==> src/element_to_single_float_converter_assert.svh <==
// Assertion macros for the element to single float converter.
// Needs a clock and a synchronous active-low reset named i_clk and i_rst_n.
`ifndef ELEMENT_TO_SINGLE_FLOAT_CONVERTER_ASSERT_SVH
`define ELEMENT_TO_SINGLE_FLOAT_CONVERTER_ASSERT_SVH

// Implication checked at every clock edge outside reset.
`define ESF_ASSERT_IMP(label, lhs, rhs) \
    label: assert property (@(posedge i_clk) disable iff (!i_rst_n) (lhs) |-> (rhs)) \
        else $error("assertion failed");

// Next-cycle implication checked outside reset.
`define ESF_ASSERT_NXT(label, lhs, rhs) \
    label: assert property (@(posedge i_clk) disable iff (!i_rst_n) (lhs) |=> (rhs)) \
        else $error("assertion failed");

`endif

==> src/esf_pkg.sv <==
// Package for the element to single float converter: format codes and widths.
// No dependencies.
`default_nettype none
package esf_pkg;
    localparam int unsigned DataW = 32;
    localparam int unsigned FmtW  = 3;
    localparam int unsigned PipeDepth = 3;

    typedef enum logic [FmtW-1:0] {
        FMT_SINGLE = 3'd0,
        FMT_BF16   = 3'd1,
        FMT_HALF   = 3'd2,
        FMT_BYTE   = 3'd3,
        FMT_NIBBLE = 3'd4
    } t_fmt;

    typedef struct packed {
        logic [DataW-1:0] element_bits;
        logic             last_element;
    } t_in_req;

    typedef struct packed {
        logic [DataW-1:0] float_bits;
        logic             format_error;
        logic             last_out;
    } t_out_req;

    typedef struct packed {
        logic             valid;
        logic             stall;
    } t_stage_ctl;
endpackage
`default_nettype wire

==> src/esf_if.sv <==
// Valid/ready channel interfaces for the converter's input, output and config.
// Depends on esf_pkg.
`default_nettype none
interface esf_in_if;
    logic             valid;
    logic             ready;
    esf_pkg::t_in_req payload;
    modport source (output valid, output payload, input ready);
    modport sink   (input valid, input payload, output ready);
endinterface

interface esf_out_if;
    logic              valid;
    logic              ready;
    esf_pkg::t_out_req payload;
    modport source (output valid, output payload, input ready);
    modport sink   (input valid, input payload, output ready);
endinterface

interface esf_cfg_if;
    logic                       valid;
    logic                       ready;
    logic [esf_pkg::FmtW-1:0]   data;
    modport source (output valid, output data, input ready);
    modport sink   (input valid, input data, output ready);
endinterface
`default_nettype wire

==> src/element_to_single_float_converter.sv <==
// Top level of the element to single float converter: a three-stage pipeline.
// Depends on esf_pkg, esf_if, esf_lzc and the assertion macro header.
//
//  Channel   Dir  Handshake     Contents
//  i_elem    in   valid/ready   element_bits, last_element
//  o_float   out  valid/ready   float_bits, format_error, last_out
//  i_cfg     in   valid/ready   source_format (3 bits)
//
// Every element passes through the stage 1, stage 2 and result registers, and
// a new element may enter in each cycle unless all stages are full and stalled.
// Reset clears the stage valid bits and sets the format to single precision.
// When the output is not taken the stages hold in place: a stage advances only
// when the stage after it is empty or moving, so nothing is lost or repeated.
`default_nettype none
`include "element_to_single_float_converter_assert.svh"
module element_to_single_float_converter (
    input  wire logic i_clk,
    input  wire logic i_rst_n,
    esf_in_if.sink    i_elem,
    esf_out_if.source o_float,
    esf_cfg_if.sink   i_cfg
);
    // The stage count is fixed by the datapath below.
    localparam int unsigned NStage = esf_pkg::PipeDepth;

    logic [esf_pkg::FmtW-1:0] r_fmt;
    logic [NStage-1:0]        r_vld;
    logic [NStage-1:0]        adv;

    // Stage 1 registers: decoded fields.
    logic [31:0] r1_bits;
    logic        r1_last;
    logic [esf_pkg::FmtW-1:0] r1_fmt;
    logic        r1_sign;
    logic [4:0]  r1_hexp;
    logic [9:0]  r1_hman;
    logic [7:0]  r1_bmag;   // byte magnitude, 128 shows as 8'h80

    // Stage 2 registers: normalised pieces.
    logic [31:0] r2_bits;
    logic        r2_last;
    logic [esf_pkg::FmtW-1:0] r2_fmt;
    logic        r2_sign;
    logic [4:0]  r2_hexp;
    logic [9:0]  r2_hman;
    logic [3:0]  r2_hsh;
    logic [7:0]  r2_bmag;
    logic [2:0]  r2_bmsb;

    esf_pkg::t_out_req r3_out;
    esf_pkg::t_stage_ctl ctl3;

    // Back-pressure: a stage register loads when it is empty or its request moves on.
    assign ctl3.valid = r_vld[NStage-1];
    assign ctl3.stall = r_vld[NStage-1] && !o_float.ready;
    always_comb begin
        adv[NStage-1] = !ctl3.stall;
        for (int s = NStage - 2; s >= 0; s--) begin
            adv[s] = !r_vld[s] || adv[s+1];
        end
    end

    assign i_elem.ready  = adv[0];
    assign i_cfg.ready   = 1'b1;
    assign o_float.valid = ctl3.valid;
    assign o_float.payload = r3_out;

    always_ff @(posedge i_clk) begin
        if (!i_rst_n) begin
            r_fmt <= esf_pkg::FMT_SINGLE;
            r_vld <= '0;
        end else begin
            if (i_cfg.valid) begin
                r_fmt <= i_cfg.data;
            end
            if (adv[0]) r_vld[0] <= i_elem.valid;
            for (int s = 1; s < NStage; s++) begin
                if (adv[s]) r_vld[s] <= r_vld[s-1];
            end
        end
    end

    // Stage 1: split the fields and form the byte magnitude.
    logic [7:0] s0_byte;
    assign s0_byte = i_elem.payload.element_bits[7:0];
    always_ff @(posedge i_clk) begin
        if (adv[0]) begin
            r1_bits <= i_elem.payload.element_bits;
            r1_last <= i_elem.payload.last_element;
            r1_fmt  <= r_fmt;
            r1_sign <= (r_fmt == esf_pkg::FMT_BYTE) ? s0_byte[7]
                                                    : i_elem.payload.element_bits[15];
            r1_hexp <= i_elem.payload.element_bits[14:10];
            r1_hman <= i_elem.payload.element_bits[9:0];
            r1_bmag <= s0_byte[7] ? 8'(~s0_byte + 8'd1) : s0_byte;
        end
    end

    // Stage 2: find the leading one for subnormal halves and for bytes.
    logic [3:0] s1_hsh;
    logic [2:0] s1_bmsb;
    esf_lzc u_lzc (.i_mant(r1_hman), .o_shift(s1_hsh));
    always_comb begin
        s1_bmsb = 3'd0;
        for (int k = 0; k < 8; k++) begin
            if (r1_bmag[k]) s1_bmsb = 3'(k);
        end
    end
    always_ff @(posedge i_clk) begin
        if (adv[1]) begin
            r2_bits <= r1_bits;
            r2_last <= r1_last;
            r2_fmt  <= r1_fmt;
            r2_sign <= r1_sign;
            r2_hexp <= r1_hexp;
            r2_hman <= r1_hman;
            r2_hsh  <= s1_hsh;
            r2_bmag <= r1_bmag;
            r2_bmsb <= s1_bmsb;
        end
    end

    // Stage 3: assemble the single-precision word.
    logic [31:0] s2_half, s2_byte, s2_res;
    logic [10:0] s2_norm;
    logic [22:0] s2_bfrac;
    logic        s2_err;
    always_comb begin
        s2_norm = 11'({1'b0, r2_hman} << r2_hsh);
        if (r2_hexp == 5'd0) begin
            if (r2_hman == 10'd0) begin
                s2_half = {r2_sign, 31'd0};
            end else begin
                s2_half = {r2_sign, 8'(8'd113 - 8'(r2_hsh)), s2_norm[9:0], 13'd0};
            end
        end else if (r2_hexp == 5'h1F) begin
            s2_half = {r2_sign, 8'hFF, r2_hman, 13'd0};
        end else begin
            s2_half = {r2_sign, 8'(8'(r2_hexp) + 8'd112), r2_hman, 13'd0};
        end
        s2_bfrac = 23'({15'd0, r2_bmag} << (5'd23 - 5'(r2_bmsb)));
        if (r2_bmag == 8'd0) begin
            s2_byte = 32'd0;
        end else begin
            s2_byte = {r2_sign, 8'(8'd127 + 8'(r2_bmsb)), s2_bfrac};
        end
        s2_err = 1'b0;
        case (r2_fmt)
            esf_pkg::FMT_SINGLE: s2_res = r2_bits;
            esf_pkg::FMT_BF16:   s2_res = {r2_bits[15:0], 16'd0};
            esf_pkg::FMT_HALF:   s2_res = s2_half;
            esf_pkg::FMT_BYTE:   s2_res = s2_byte;
            default: begin
                s2_res = 32'd0;
                s2_err = 1'b1;
            end
        endcase
    end
    always_ff @(posedge i_clk) begin
        if (adv[2]) begin
            r3_out.float_bits   <= s2_res;
            r3_out.format_error <= s2_err;
            r3_out.last_out     <= r2_last;
        end
    end

    // A stalled result must hold its valid and content.
    `ESF_ASSERT_NXT(a_stall_hold, ctl3.stall, r_vld[NStage-1] && $stable(r3_out))
    // Error results carry zero data.
    `ESF_ASSERT_IMP(a_err_zero, ctl3.valid && r3_out.format_error, r3_out.float_bits == 32'd0)
    // Input is refused only when the whole pipe is full and stalled.
    `ESF_ASSERT_IMP(a_ready_full, !i_elem.ready, r_vld == '1 && ctl3.stall)
endmodule
`default_nettype wire

==> src/esf_lzc.sv <==
// Leading-one position of a 10-bit half mantissa, as a shift count.
// Depends on nothing outside itself.
`default_nettype none
module esf_lzc (
    input  wire logic [9:0] i_mant,
    output logic      [3:0] o_shift
);
    // Shift needed to bring the leading one to bit 10 (1 to 10).
    always_comb begin
        o_shift = 4'd10;
        for (int k = 0; k < 10; k++) begin
            if (i_mant[k]) begin
                o_shift = 4'(10 - k);
            end
        end
    end
endmodule
`default_nettype wire
==> src/flat_wrapper.sv <==
// flat-port wrapper written by rule: the top's interface ports become plain ports
module element_to_single_float_converter_flat 
  (i_clk, i_rst_n, i_elem_valid, i_elem_payload, i_elem_ready, o_float_valid, o_float_payload, o_float_ready, i_cfg_valid, i_cfg_data, i_cfg_ready);
  esf_in_if i_elem_i ();
  esf_out_if o_float_i ();
  esf_cfg_if i_cfg_i ();
  input  wire logic i_clk;
  input  wire logic i_rst_n;
  input wire logic [$bits(i_elem_i.valid)-1:0] i_elem_valid;
  input wire logic [$bits(i_elem_i.payload)-1:0] i_elem_payload;
  output wire logic [$bits(i_elem_i.ready)-1:0] i_elem_ready;
  output wire logic [$bits(o_float_i.valid)-1:0] o_float_valid;
  output wire logic [$bits(o_float_i.payload)-1:0] o_float_payload;
  input wire logic [$bits(o_float_i.ready)-1:0] o_float_ready;
  input wire logic [$bits(i_cfg_i.valid)-1:0] i_cfg_valid;
  input wire logic [$bits(i_cfg_i.data)-1:0] i_cfg_data;
  output wire logic [$bits(i_cfg_i.ready)-1:0] i_cfg_ready;
  assign i_elem_i.valid = i_elem_valid;
  assign i_elem_i.payload = i_elem_payload;
  assign i_elem_ready = i_elem_i.ready;
  assign o_float_valid = o_float_i.valid;
  assign o_float_payload = o_float_i.payload;
  assign o_float_i.ready = o_float_ready;
  assign i_cfg_i.valid = i_cfg_valid;
  assign i_cfg_i.data = i_cfg_data;
  assign i_cfg_ready = i_cfg_i.ready;
  element_to_single_float_converter u_core (.i_clk(i_clk), .i_rst_n(i_rst_n), .i_elem(i_elem_i), .o_float(o_float_i), .i_cfg(i_cfg_i));
endmodule
==> config.mk <==
export PLATFORM = sky130hd
export DESIGN_NAME = element_to_single_float_converter_flat
export DESIGN_NICKNAME = d
export VERILOG_FILES = /design/src/esf_pkg.sv /design/src/esf_if.sv /design/src/element_to_single_float_converter.sv /design/src/esf_lzc.sv /design/src/flat_wrapper.sv
export VERILOG_INCLUDE_DIRS = /design/src /design/src/src
export SDC_FILE = /design/constraint.sdc
export NUM_CORES = 1
export LEC_CHECK = 0
export BUFFER_PORTS_ARGS = -buffer_cell sky130_fd_sc_hd__buf_2
export CAP_MARGIN = 20
export CORE_MARGIN = 10
export CORE_UTILIZATION = 45
export CTS_CLUSTER_SIZE = 24
export DETAILED_ROUTE_END_ITERATION = 7
export SLEW_MARGIN = 20
export SYNTH_ARGS = -nofsm -noshare
export SYNTH_HDL_FRONTEND = slang
export SYNTH_SLANG_ARGS = --single-unit
export TNS_END_PERCENT = 30
==> constraint.sdc <==
create_clock -name i_clk -period 2.7 [get_ports i_clk]
set_input_delay 0.135 -clock i_clk [delete_from_list [all_inputs] [get_ports i_clk]]
set_output_delay 0.135 -clock i_clk [all_outputs]
set_load 0.05 [all_outputs]
==> metrics.cfg <==
[run_status]
status = finished, final reports clean

[pwr]
p_per_area_mw_per_mm2 = 744
switchingPower_mw = 1.41
ir_worst_vdd_uv = 414
swShare_pct = 26.1
clkPwrFrac_pct = 39.4
p_leak_nw = 2.86
p_int_mw = 3.99
p_seq_share_pct = 48.0
pwr-share-comb_pct = 12.6

[synth]
synthSimpleGateAreaFrac_pct = 10.1
synth_compound_area_share_pct = 7.88
synth.top_cell.area_share_pct = 67.7
syn_nets = 438
synth-seq-area-share_pct = 69.8
syn-instance-count = 393
synth_async_sr_flop_share_pct = 0
synth_adder_area_share_pct = 0.875
ys_types = 60
synthXorXnorAreaFrac_pct = 0.919
ys_seq_elements = 135
synthFlopType = edfxtp_1
ys_warn_count = 0
synth_largest_area_cell = edfxtp_1
synth_mux_area_share_pct = 8.03
synth_edf_count = 129
synth_top_family_by_area = simple AND/OR/NAND/NOR gates
ys_top_cells_by_area = edfxtp_1 68%, mux2i_1 5.1%, dfxtp_1 2.1%
syn_area_sq_mm = 0.00572
synth_area_per_cell_sq_um = 14.6

[cells_and_area]
syn_to_final_growth_pct = 27.0
final_nets = 564
drive_gt1_share_pct = 26.9
diodes = 0

[timing]
setup_ws_ns = 0.515
layout_min_cycle_time_ns = 2.19
tns_ns = 0
final_max_slew_viol_count = 0
fin_worst_skew_ns = 0.0103
period_share_pct = 80.9
final_hold_viol_count = 0
grt_setup_unrepaired = false
relSlewSlack_pct = 50.0
finalSetupViolCount = 0
worstMarginPinSlew_ns = 0.745
fmax_mhz = 458

[route]
dr.pass1.iters = 5
drcViolationCount = 0
wirelength_um = 12500
viasPerCell = 5.23
drtIter0Drc = 312
ant_nets = 0
wire_per_inst_um = 17.7
vias = 3680

[cts]
cts_buffers = 17
cts-root-buf = clkbuf_16
tritoncts = built
htreeDepth = 4
cts.sinks = 135
clockBufferDepth = 2
clkTransAtPathRegs_ns = 0.06
clock_latency_ns = 0.41

[critical_path]
critPathCaptureType = primary output
cp_cell_sequence = nor2b_1 -> nand3_2 -> buf_2
crit_required_ns = 2.57
startpoint_type = flop
arrival_ns = 2.05
crit_path_max_incr_delay_ns = 0.56
critPathMaxFanout = 27
worstSetupPathType = flop to primary output
critPathSlowestCell = nand3_2

[floorplanning]
core_sq_mm = 0.0125
die_area_sq_mm = 0.0176
die_y_um = 133
die_w_um = 133
rows = 41
io_pins = 78
initial_utilization_pct = 45.7

[flow_run]
drv_cap = 0

[placed_design]
place_worst_setup_slack_ns = 0.569
hpwl_um = 8760
finalWeightedCongestion = 0.893
port_buffers = 76

[worst_hold_path]
min_path_type = input pin to flop

[global_routing]
grt_pass1_wl_um = 20300
grt_usage_pct = 14.6
grt_pass1_vias = 3809
grt_max_degree = 52
globalRouteOverflowTotal = 0
antenna_found_initial = 0

## synthesized netlist by cell type, types with 3 or more instances
cell type / n
nor4_1: 5
nor2_1: 19
nor3_1: 10
a31oi_1: 3
nor2b_1: 5
o21ai_0: 8
nand2_1: 32
a21oi_1: 13
mux2i_1: 29
o21bai_1: 3
nand3_1: 3
inv_1: 12
mux2_2: 10
ha_1: 4
a222oi_1: 4
dfxtp_1: 6
o31ai_1: 3
buf_2: 5
o211ai_1: 4
o21ai_1: 6
and2_1: 13
nand2b_1: 3
o221ai_1: 6
xnor2_1: 6
clkbuf_1: 11
edfxtp_1: 129
## per-layer routing
| layer | GRT usage (%) | wire length [um] | part of all wire (%) | up-vias |
|---|---|---|---|---|
| met5 | 0 | 0 | 0 | - |
| met4 | 6.11 | 187 | 1.5 | 0 |
| met3 | 4.81 | 853 | 6.8 | 15 |
| met2 | 22.5 | 5870 | 47 | 151 |
| met1 | 18.5 | 5560 | 45 | 1747 |
| li1 | - | - | - | 1767 |
## final cells by class
class	count	area, sq um
fill	1009	5260
clock buffer	18	429
multi-input combinational	226	1600
tap	172	215
inverter	13	48.8
timing repair buffer	126	848
sequential	135	3990
clock inverter	14	125
## logic make-up after synthesis
kind of cell / Yosys count
AOI/OAI and AO/OA: 65
and+or+nand+nor: 108
adders and majority gates: 4
buffers and inverters: 32
other: 1
xor gates and xnor gates: 6
muxes: 42
DFF: 135
## flip-flops by register name, indices dropped and copies added, names as in the netlist
signal and count:
u_core.r2_hexp 4, u_core.r1_hexp 4, u_core.r1_last 1, u_core.r1_bmag 8, u_core.r2_bmsb 3, u_core.r_fmt 3, u_core.o_float.payload 34, u_core.r2_hman 8
u_core.r1_bits 19, u_core.r1_fmt 3, u_core.r1_sign 1, u_core.r_vld 3, u_core.r2_bmag 8, u_core.r2_sign 1, u_core.r2_last 1, u_core.r1_hman 8
u_core.r2_bits 19, u_core.r2_fmt 3, u_core.r2_hsh 4
## per-stage QoR
stage	power (mW)	hold slack, ns	instance area [sq um]	util (%)	instances
after detailed placement	3.28	0.313	6340	50.6	635
final	5.40	0.0542	7260	58.0	704
after CTS	5.46	0.0434	7260	58.0	704
after floorplan	3.07	0.234	5720	-	393
after global placement	3.27	0.312	6340	50.6	635
after global routing	5.62	0.0599	7260	58.0	704
## worst max-delay path: cells and delay by family, from the launching register on
kind	cells	cell delay [ns]
buffers and inverters	1	0.43
flip-flops	1	0.31
AND/OR/NAND/NOR	2	0.90
## repair_timing
| item | 4_1_cts | 5_1_grt |
|---|---|---|
| setup endpoints to repair | 0 | 0 |
| hold endpoints to repair | 38 | 0 |
| hold buffers | 37 | 0 |
| resized for setup | 0 | 0 |
| setup buffers | 0 | 0 |
## path summary, 6_finish.rpt
kind | start | end | slack (ns) | cells after the start
setup / recovery | u_core.r_vld[2]$_SDFFE_PN0N_ | i_elem_ready | 0.51 | 3
hold / removal | i_cfg_valid | u_core.r_fmt[2]$_SDFFE_PN0P_ | 0.05 | 3
setup reg to reg | u_core.r2_hman[1]$_DFFE_PP_ | u_core.o_float.payload[29]$_DFFE_PN_ | 0.55 | 5
hold reg to reg | u_core.r1_bits[26]$_DFFE_PP_ | u_core.r2_bits[26]$_DFFE_PP_ | 0.42 | 0
## cells in the final DEF, fill, tap and decap left out, drive strengths merged, types with 5 or more instances in the layout
cell and count:
a21oi 13, and2 14, buf 89, clkbuf 18
clkinvlp 5, dfxtp 6, dlygate4sd3 37, edfxtp 129
inv 17, mux2 11, mux2i 29, nand2 33
nor2 20, nor2b 5, nor3 11, nor4 6
o21ai 14, o221ai 6, xnor2 6
## power groups by stage
stage / combinational [mW] / clock (mW) / sequential (mW)
2_1_floorplan: 0.270 / 0 / 2.80
3_3_place_gp: 0.641 / 0 / 2.63
3_5_place_dp: 0.641 / 0 / 2.64
4_1_cts: 0.684 / 2.18 / 2.59
5_1_grt: 0.735 / 2.27 / 2.61
6_report: 0.683 / 2.13 / 2.59
Power figures use the tool's default switching activity.
